$ cat src/rtl/ladb_pkg.sv
// Shared types and constants for the resistor-ladder button debouncer.
// No dependencies; imported by every module of the block.
`timescale 1ns / 1ps

package ladb_pkg;

  localparam int SAMPLE_W = 10;
  localparam int TIME_W   = 32;
  localparam int MS_W     = 16;
  localparam int BTN_W    = 4;

  // ladder register file is fixed at five entries, indexed by three bits
  localparam int LADDER_REGS  = 5;
  localparam int LADDER_IDX_W = 3;

  // repeat dividend: duration - hold + half period, below 2^33 when non-negative
  localparam int DIV_W = TIME_W + 1;

  localparam int NUM_BUTTONS_DEF    = 5;
  localparam int ADC_FULL_SCALE_DEF = 1024;

  typedef logic signed [BTN_W-1:0] btn_t;

  localparam btn_t BTN_NONE = -4'sd1;

  typedef enum logic [2:0] {
    REG_LADDER_0 = 3'd0,
    REG_LADDER_1 = 3'd1,
    REG_LADDER_2 = 3'd2,
    REG_LADDER_3 = 3'd3,
    REG_LADDER_4 = 3'd4,
    REG_DEBOUNCE = 3'd5,
    REG_HOLD     = 3'd6,
    REG_REPEAT   = 3'd7
  } cfg_reg_t;

  localparam logic [SAMPLE_W-1:0] LADDER_RESET [LADDER_REGS] =
    '{10'd0, 10'd145, 10'd329, 10'd505, 10'd741};

  localparam logic [MS_W-1:0] DEBOUNCE_RESET = 16'd50;
  localparam logic [MS_W-1:0] HOLD_RESET     = 16'd500;
  localparam logic [MS_W-1:0] REPEAT_RESET   = 16'd100;

endpackage

$ cat src/rtl/ladb_div.sv
// Bit-serial restoring divider giving the remainder of an unsigned dividend.
// Depends on ladb_pkg for widths; one quotient bit per cycle.
`timescale 1ns / 1ps

module ladb_div (
  input  logic                        clk,
  input  logic                        rst,
  input  logic                        start,
  input  logic [ladb_pkg::DIV_W-1:0]  dividend,
  input  logic [ladb_pkg::MS_W-1:0]   divisor,
  output logic                        done,
  output logic [ladb_pkg::MS_W-1:0]   remainder
);
  import ladb_pkg::*;

  localparam int CntW = $clog2(DIV_W + 1);

  logic [DIV_W-1:0] shreg;
  logic [MS_W-1:0]  dvs;
  logic [CntW-1:0]  cnt;
  logic             busy;
  logic [MS_W:0]    trial;
  logic [MS_W:0]    diff;

  assign trial = {remainder, shreg[DIV_W-1]};
  assign diff  = trial - {1'b0, dvs};

  always_ff @(posedge clk) begin
    if (rst) begin
      busy <= 1'b0;
      done <= 1'b0;
      cnt  <= '0;
    end else begin
      done <= !start && busy && (cnt == CntW'(DIV_W - 1));
      if (start) begin
        busy      <= 1'b1;
        shreg     <= dividend;
        dvs       <= divisor;
        remainder <= '0;
        cnt       <= '0;
      end else if (busy) begin
        shreg <= {shreg[DIV_W-2:0], 1'b0};
        if (!diff[MS_W]) begin
          remainder <= diff[MS_W-1:0];
        end else begin
          remainder <= trial[MS_W-1:0];
        end
        if (cnt == CntW'(DIV_W - 1)) begin
          busy <= 1'b0;
        end
        cnt <= cnt + 1'b1;
      end
    end
  end

endmodule

$ cat src/rtl/analog_ladder_button_debouncer.sv
// Resistor-ladder button debouncer: classification, debounce, hold and repeat.
// Depends on ladb_pkg and ladb_div (serial remainder for the repeat phase).
`timescale 1ns / 1ps
//
// Usage
//   Input channel (in_valid/in_ready): one ADC sample with its millisecond
//   timestamp per transaction. Output channel (out_valid/out_ready): one
//   result per sample, in order. Config channel (cfg_valid/cfg_ready) writes
//   ladder values, debounce, hold and repeat times; always ready. The user must see
//   that it is only written while the block is idle; the block does not enforce it.
//   Timing: the sample is classified by walking the ladder one boundary per
//   cycle, then come the debounce and hold checks; with a button held, the
//   repeat phase then needs the remainder of a 33-bit value by repeat_ms
//   from the serial divider, one bit per cycle. in_ready is low from the
//   input transaction until the result is registered, so no new sample is
//   taken before the block is through with the last one.
//   The result sits in an output register, so a new sample is taken while it
//   waits; if the receiver stalls, the next result waits in the sequencer and
//   no further sample is taken until the register frees.
//   Reset: all registers return to their listed reset values, no button held,
//   all time state zero, output empty.
//
module analog_ladder_button_debouncer #(
  parameter int NUM_BUTTONS    = ladb_pkg::NUM_BUTTONS_DEF,
  parameter int ADC_FULL_SCALE = ladb_pkg::ADC_FULL_SCALE_DEF
) (
  input  logic                           clk,
  input  logic                           rst,
  input  logic                           cfg_valid,
  output logic                           cfg_ready,
  input  logic [2:0]                     cfg_index,
  input  logic [ladb_pkg::MS_W-1:0]      cfg_data,
  input  logic                           in_valid,
  output logic                           in_ready,
  input  logic [ladb_pkg::SAMPLE_W-1:0]  sample,
  input  logic [ladb_pkg::TIME_W-1:0]    now_ms,
  output logic                           out_valid,
  input  logic                           out_ready,
  output ladb_pkg::btn_t                 held_button,
  output ladb_pkg::btn_t                 press_event_button,
  output ladb_pkg::btn_t                 release_event_button,
  output logic [ladb_pkg::TIME_W-1:0]    press_duration,
  output logic                           hold_reached,
  output logic                           hold_event,
  output logic                           repeat_event,
  output logic                           release_was_long
);
  import ladb_pkg::*;

  localparam int IdxW = $clog2(NUM_BUTTONS + 1);
  localparam int SumW = $clog2(ADC_FULL_SCALE + 1) + 1;
  localparam int ExtW = TIME_W + 2;

  typedef enum logic [2:0] {
    ST_IDLE, ST_CLASS, ST_DEBOUNCE, ST_PREP, ST_DIV, ST_FINISH
  } state_t;

  state_t state;

  // configuration
  logic [SAMPLE_W-1:0] ladder [LADDER_REGS];
  logic [MS_W-1:0]     debounce_ms;
  logic [MS_W-1:0]     hold_ms;
  logic [MS_W-1:0]     repeat_ms;

  // per-sample working registers
  logic [SAMPLE_W-1:0] sample_r;
  logic [IdxW-1:0]     idx;
  logic [SAMPLE_W-1:0] lad_prev;
  btn_t                c_btn;
  btn_t                press_ev;
  btn_t                rel_ev;
  logic [TIME_W-1:0]   dur;
  logic                reached;
  logic                hold_ev;
  logic                long_rel;
  logic                t_neg;

  // persistent state
  btn_t                stable;
  btn_t                cand_btn;
  logic [TIME_W-1:0]   cand_since;
  logic [TIME_W-1:0]   press_start;
  logic [TIME_W-1:0]   rel_ps;
  logic [TIME_W-1:0]   prev_time;
  logic [TIME_W-1:0]   cur_time;

  // ladder walk: boundary between the previous entry and the one read now
  logic [LADDER_IDX_W-1:0] rd_idx;
  logic [SumW-1:0]         cur_v;
  logic [SumW-1:0]         bsum;
  logic                    below;

  assign rd_idx = (idx < IdxW'(NUM_BUTTONS)) ? LADDER_IDX_W'(idx) : '0;
  assign cur_v  = (idx == IdxW'(NUM_BUTTONS)) ? SumW'(ADC_FULL_SCALE)
                                              : SumW'(ladder[rd_idx]);
  assign bsum   = SumW'(lad_prev) + cur_v;
  assign below  = SumW'(sample_r) < {1'b0, bsum[SumW-1:1]};

  // debounce
  logic [TIME_W-1:0] cand_since_next;
  logic              accept_btn;

  assign cand_since_next = (c_btn != cand_btn) ? cur_time : cand_since;
  assign accept_btn = ((cur_time - cand_since_next) > TIME_W'(debounce_ms))
                      && (c_btn != stable);

  // hold and repeat arithmetic
  logic [MS_W-1:0]   period;
  logic [TIME_W-1:0] dur_next;
  logic [TIME_W-1:0] step;
  logic [ExtW-1:0]   t_val;
  logic [ExtW-1:0]   hold_off;
  logic [ExtW-1:0]   rep_off;
  logic [ExtW-1:0]   hold_diff;
  logic [ExtW-1:0]   rep_diff;
  logic              hold_cross;
  logic              rep_cross;
  logic              div_done;
  logic [MS_W-1:0]   div_rem;

  assign period   = (repeat_ms == '0) ? MS_W'(1) : repeat_ms;
  assign dur_next = cur_time - press_start;
  assign step     = cur_time - prev_time;
  assign t_val    = ExtW'(dur_next) - ExtW'(hold_ms) + ExtW'(period[MS_W-1:1]);

  assign hold_off   = ExtW'(hold_ms);
  assign hold_diff  = ExtW'(dur_next) - hold_off;
  assign hold_cross = (ExtW'(dur_next) >= hold_off) && (hold_diff < ExtW'(step));

  // hold + period * floor(t / period) is dur + half - (t mod period)
  assign rep_off   = t_neg ? ExtW'(hold_ms)
                           : ExtW'(dur) + ExtW'(period[MS_W-1:1]) - ExtW'(div_rem);
  assign rep_diff  = ExtW'(dur) - rep_off;
  assign rep_cross = (ExtW'(dur) >= rep_off) && (rep_diff < ExtW'(step));

  ladb_div u_div (
    .clk       (clk),
    .rst       (rst),
    .start     (state == ST_PREP && stable != BTN_NONE),
    .dividend  (t_val[DIV_W-1:0]),
    .divisor   (period),
    .done      (div_done),
    .remainder (div_rem)
  );

  assign cfg_ready = 1'b1;
  assign in_ready  = (state == ST_IDLE);

  always_ff @(posedge clk) begin
    if (rst) begin
      state       <= ST_IDLE;
      out_valid   <= 1'b0;
      ladder      <= LADDER_RESET;
      debounce_ms <= DEBOUNCE_RESET;
      hold_ms     <= HOLD_RESET;
      repeat_ms   <= REPEAT_RESET;
      stable      <= BTN_NONE;
      cand_btn    <= BTN_NONE;
      cand_since  <= '0;
      press_start <= '0;
      rel_ps      <= '0;
      prev_time   <= '0;
      cur_time    <= '0;
      idx         <= '0;
    end else begin
      if (cfg_valid && cfg_ready) begin
        unique case (cfg_index) inside
          REG_LADDER_0, REG_LADDER_1, REG_LADDER_2, REG_LADDER_3, REG_LADDER_4: begin
            ladder[cfg_index] <= cfg_data[SAMPLE_W-1:0];
          end
          REG_DEBOUNCE: debounce_ms <= cfg_data;
          REG_HOLD:     hold_ms     <= cfg_data;
          REG_REPEAT:   repeat_ms   <= cfg_data;
          default: ;
        endcase
      end

      // the finish state reloads the register itself
      if (out_valid && out_ready && state != ST_FINISH) begin
        out_valid <= 1'b0;
      end

      unique case (state)
        ST_IDLE: begin
          if (in_valid) begin
            sample_r  <= sample;
            prev_time <= cur_time;
            cur_time  <= now_ms;
            idx       <= '0;
            state     <= ST_CLASS;
          end
        end
        ST_CLASS: begin
          if (idx == '0) begin
            lad_prev <= ladder[rd_idx];
            idx      <= idx + 1'b1;
          end else if (below) begin
            c_btn <= btn_t'(idx) - btn_t'(1);
            state <= ST_DEBOUNCE;
          end else if (idx == IdxW'(NUM_BUTTONS)) begin
            c_btn <= BTN_NONE;
            state <= ST_DEBOUNCE;
          end else begin
            lad_prev <= ladder[rd_idx];
            idx      <= idx + 1'b1;
          end
        end
        ST_DEBOUNCE: begin
          cand_since <= cand_since_next;
          cand_btn   <= c_btn;
          press_ev   <= accept_btn ? c_btn : BTN_NONE;
          rel_ev     <= accept_btn ? stable : BTN_NONE;
          if (accept_btn) begin
            rel_ps   <= press_start;
            stable   <= c_btn;
            if (c_btn != BTN_NONE) begin
              press_start <= cur_time;
            end
          end
          state <= ST_PREP;
        end
        ST_PREP: begin
          long_rel <= (rel_ev != BTN_NONE) &&
                      ((cur_time - rel_ps) >= TIME_W'(hold_ms));
          t_neg    <= t_val[ExtW-1];
          if (stable != BTN_NONE) begin
            dur     <= dur_next;
            reached <= dur_next >= TIME_W'(hold_ms);
            hold_ev <= hold_cross;
            state   <= ST_DIV;
          end else begin
            dur     <= '0;
            reached <= 1'b0;
            hold_ev <= 1'b0;
            state   <= ST_FINISH;
          end
        end
        ST_DIV: begin
          if (div_done) begin
            state <= ST_FINISH;
          end
        end
        ST_FINISH: begin
          if (!out_valid || out_ready) begin
            out_valid            <= 1'b1;
            held_button          <= stable;
            press_event_button   <= press_ev;
            release_event_button <= rel_ev;
            press_duration       <= dur;
            hold_reached         <= reached;
            hold_event           <= hold_ev;
            repeat_event         <= (stable != BTN_NONE) && rep_cross;
            release_was_long     <= long_rel;
            state                <= ST_IDLE;
          end
        end
        default: state <= ST_IDLE;
      endcase
    end
  end

endmodule

$ cat config.mk
export PLATFORM = sky130hd
export DESIGN_NAME = analog_ladder_button_debouncer
export DESIGN_NICKNAME = d
export VERILOG_FILES = /design/src/rtl/ladb_pkg.sv /design/src/rtl/ladb_div.sv /design/src/rtl/analog_ladder_button_debouncer.sv
export SDC_FILE = /design/constraint.sdc
export NUM_CORES = 1
export LEC_CHECK = 0
export BUFFER_PORTS_ARGS = -buffer_cell sky130_fd_sc_hd__buf_2
export CAP_MARGIN = 10
export CORE_ASPECT_RATIO = 1.5
export CORE_MARGIN = 5
export CORE_UTILIZATION = 38
export DETAILED_ROUTE_END_ITERATION = 6
export PLACE_DENSITY = 0.56
export SKIP_LAST_GASP = 1
export SLEW_MARGIN = 20
export SYNTH_ARGS = -nofsm -noshare
export SYNTH_HDL_FRONTEND = slang
export SYNTH_HIERARCHICAL = 1
export SYNTH_SLANG_ARGS = --single-unit
export TNS_END_PERCENT = 100
$ cat constraint.sdc
create_clock -name clk -period 7.45 [get_ports clk]
set_clock_uncertainty 0.05 [all_clocks]
set_input_delay 0.745 -clock clk [delete_from_list [all_inputs] [get_ports clk]]
set_output_delay 0.745 -clock clk [all_outputs]
set_load 0.01 [all_outputs]
==> results.yml <==
power:
  p_total_mw: 9.75
  leakagePower_nw: 16.2
  power_density_nw_per_um2: 247
  vdd_ir_drop_max_uv: 185
sta:
  period_needed_ns: 7.08
  slew_viol_final: 0
  tightest_slew_ns: 0.991
  hold_violations: 0
  tns_ns: 0
  finalCritPeriodShare_pct: 95.0
  finalSetupViolCount: 0
  fin_ws_ns: 0.369
  fmax_mhz: 141
  rsz0062_at_grt: "true"
  slew_headroom_pct: 33.5
  holdWs_ns: 0.212
final_layout:
  final_common_cell: "nand2_1"
  fillers: 9118
  areaGrowthSynthToFinish_pct: 13.1
  layout_common_cells: "nand2_1 (488), a21oi_1 (356), ha_1 (356)"
  layout-drive-gt1-share_pct: 12.8
  final_cells: 5460
  final_util_pct: 43.2
  design_area_um2: 39500
  fin_nets: 4692
global_routing:
  grt_start_max_net_pins: 168
  groute.usage.overall_pct: 20.5
  grt_pass1_wl_um: 163000
  antenna_found_initial: 2
  grt.overflow.total: 0
  first_global_vias: 29700
die:
  ios: 117
  start_util_pct: 38.2
  dieArea_um2: 98300
  die_w_um: 258
  fp-row-count: 136
  core_um2: 91500
  die-height_um: 382
logic_synthesis:
  yosysSeqAreaShare_pct: 31.6
  synth-seq-cells: 462
  synthesis.nets: 4532
  ys_warn_count: 6
  synth_edf_count: 181
  avgSynthCellArea_um2: 8.56
  ys.flop_type: "dfxtp_1"
  synth.distinct_cells: 95
  netlist_instances: 4085
  syn_area_um2: 35000
  synth_async_sr_flop_share_pct: 0
setup_path:
  setup.worst_path.start: "dur[1]"
  r2r_setup_slack_ns: 0.37
  rr_worst_depth: 34
  arrival_ns: 7.49
  crit_required_ns: 7.86
  crit_path_start_kind: "flip-flop"
  slowest_stage: "o41a_1"
  path_common_cell: "buf_4"
  critPathBufInv: 5
  max_stage_delay_ns: 0.44
  cp_top_family: "compound AO/OA/AOI/OAI gates"
  cp_max_fo: 3
  critPathCaptureType: "flip-flop"
  reg2reg_to: "repeat_event"
  cp.depth: 34
  timing.rr.start: "dur[1]"
  crit_end: "repeat_event"
  path_class: "reg2reg"
clock_tree:
  htree_num_levels: 2
  postCtsHoldBufs: 0
  clk_latency_ns: 0.66
  clock-sinks: 462
  clk_path_buf_depth: 3
  root_buffer: "clkbuf_16"
  cts_made_buffers: 49
  cts.reportedPaths.clkPinSlew_ns: 0.06
  cts_tree: "yes"
place:
  placed_area_um2: 37600
  dp_hpwl_um: 81100
  gp_congestion: 0.900
  pre_cts_ws_ns: -0.129
  port-buffer-count: 115
  dpl.cell_count: 5360
worst_hold_path:
  min_from: "sample[8]"
  min_path_type: "in2reg"
drt:
  viasPerCell: 5.42
  wl_um: 104000
  vias: 29600
  drc: 0
  drtAntennaViolNets: 0
  wl_per_cell_um: 19.1
  firstDrtPassIters: 6
  first_iter_violations: 1748
outcome:
  status: "complete, no violations"
run:
  cap_violations: 0
what timing repair did:
action	CTS	global route
pin swaps	1	31
setup endpoints to repair	1	2
resized for setup	6	63
setup buffers	1	7
power by group:
group | internal, mW | total (mW) | switching [mW]
registers | 2.68 | 2.75 | 0.0668
logic | 1.87 | 4.50 | 2.63
clock network | 1.36 | 2.51 | 1.15
total | 5.90 | 9.75 | 3.85
cell usage after synthesis, types with 11 or more instances:
master | n | area [µm²]
o21bai_1 | 25 | 188
mux2i_1 | 106 | 1060
a21o_1 | 116 | 871
o31ai_2 | 31 | 388
dfxtp_1 | 281 | 5630
nor2b_1 | 68 | 425
ha_1 | 357 | 4470
and2_1 | 39 | 244
fa_1 | 24 | 480
a21oi_1 | 372 | 1860
a31oi_1 | 22 | 138
nor2_1 | 256 | 961
o21a_1 | 64 | 480
nor3b_1 | 12 | 90.1
inv_1 | 307 | 1150
xor2_1 | 73 | 639
o31ai_1 | 16 | 120
nand2_1 | 491 | 1840
mux2_2 | 41 | 462
o21ai_0 | 171 | 856
nand4_1 | 37 | 231
a211o_1 | 38 | 333
nor4_1 | 18 | 113
nand3_1 | 64 | 320
clkbuf_1 | 138 | 518
or3_1 | 57 | 357
and3_1 | 30 | 188
a21boi_0 | 11 | 82.6
a211oi_1 | 53 | 398
xnor2_1 | 130 | 1140
a2111oi_0 | 11 | 96.3
o211ai_1 | 22 | 165
edfxtp_1 | 181 | 5440
nand3b_1 | 25 | 188
nand2b_1 | 125 | 782
or2_2 | 24 | 150
nor3_1 | 48 | 240
cells by family after synthesis:
logic type / after synthesis / share of synthesized area [%]
xor+xnor: 204 / 5.16
fa+ha+maj: 381 / 14.1
buf+inv: 476 / 5.22
simple gates: 1329 / 18.5
compound gates: 1075 / 20.4
other cells: 1 / 0.0107
mux: 157 / 5.00
flops: 462 / 31.6
layer usage:
layer  vias up  share of wire [%]  global-route usage (%)
li1      14900                  -                       -
met1     14100                 42                    23.9
met2       448                 52                    38.7
met3       175                2.7                    1.85
met4         0                3.9                    7.31
met5         -                  0                       0
how the worst min path moves through the flow:
stage / endpoint / cells past startpoint
final: sample_r[8] / 1
after global routing: sample_r[2] / 1
after CTS: sample_r[9] / 1
after detailed placement: hold_event / 0
after global placement: release_was_long / 0
after floorplan: hold_event / 0
final cells by class:
class | instances | area, µm² | share of cell area [%]
Multi-Input combinational cell | 3147 | 22400 | 56.6
Inverter | 307 | 1150 | 2.91
Timing Repair Buffer | 278 | 1870 | 4.73
Sequential cell | 462 | 11100 | 28.0
Antenna cell | 1 | 2.50 | 0.00633
Clock buffer | 59 | 1280 | 3.25
Clock inverter | 33 | 320 | 0.810
Tap cell | 1173 | 1470 | 3.71
flip-flops by register name, summed over array words and instances (netlist names), 32 cells and up:
signal	flops
rel_ps	32
dur	32
press_duration	32
ladder	50
cur_time	32
prev_time	32
press_start	32
cand_since	32
u_div/shreg	33
Note: power is estimated with default switching activity, not from simulation.
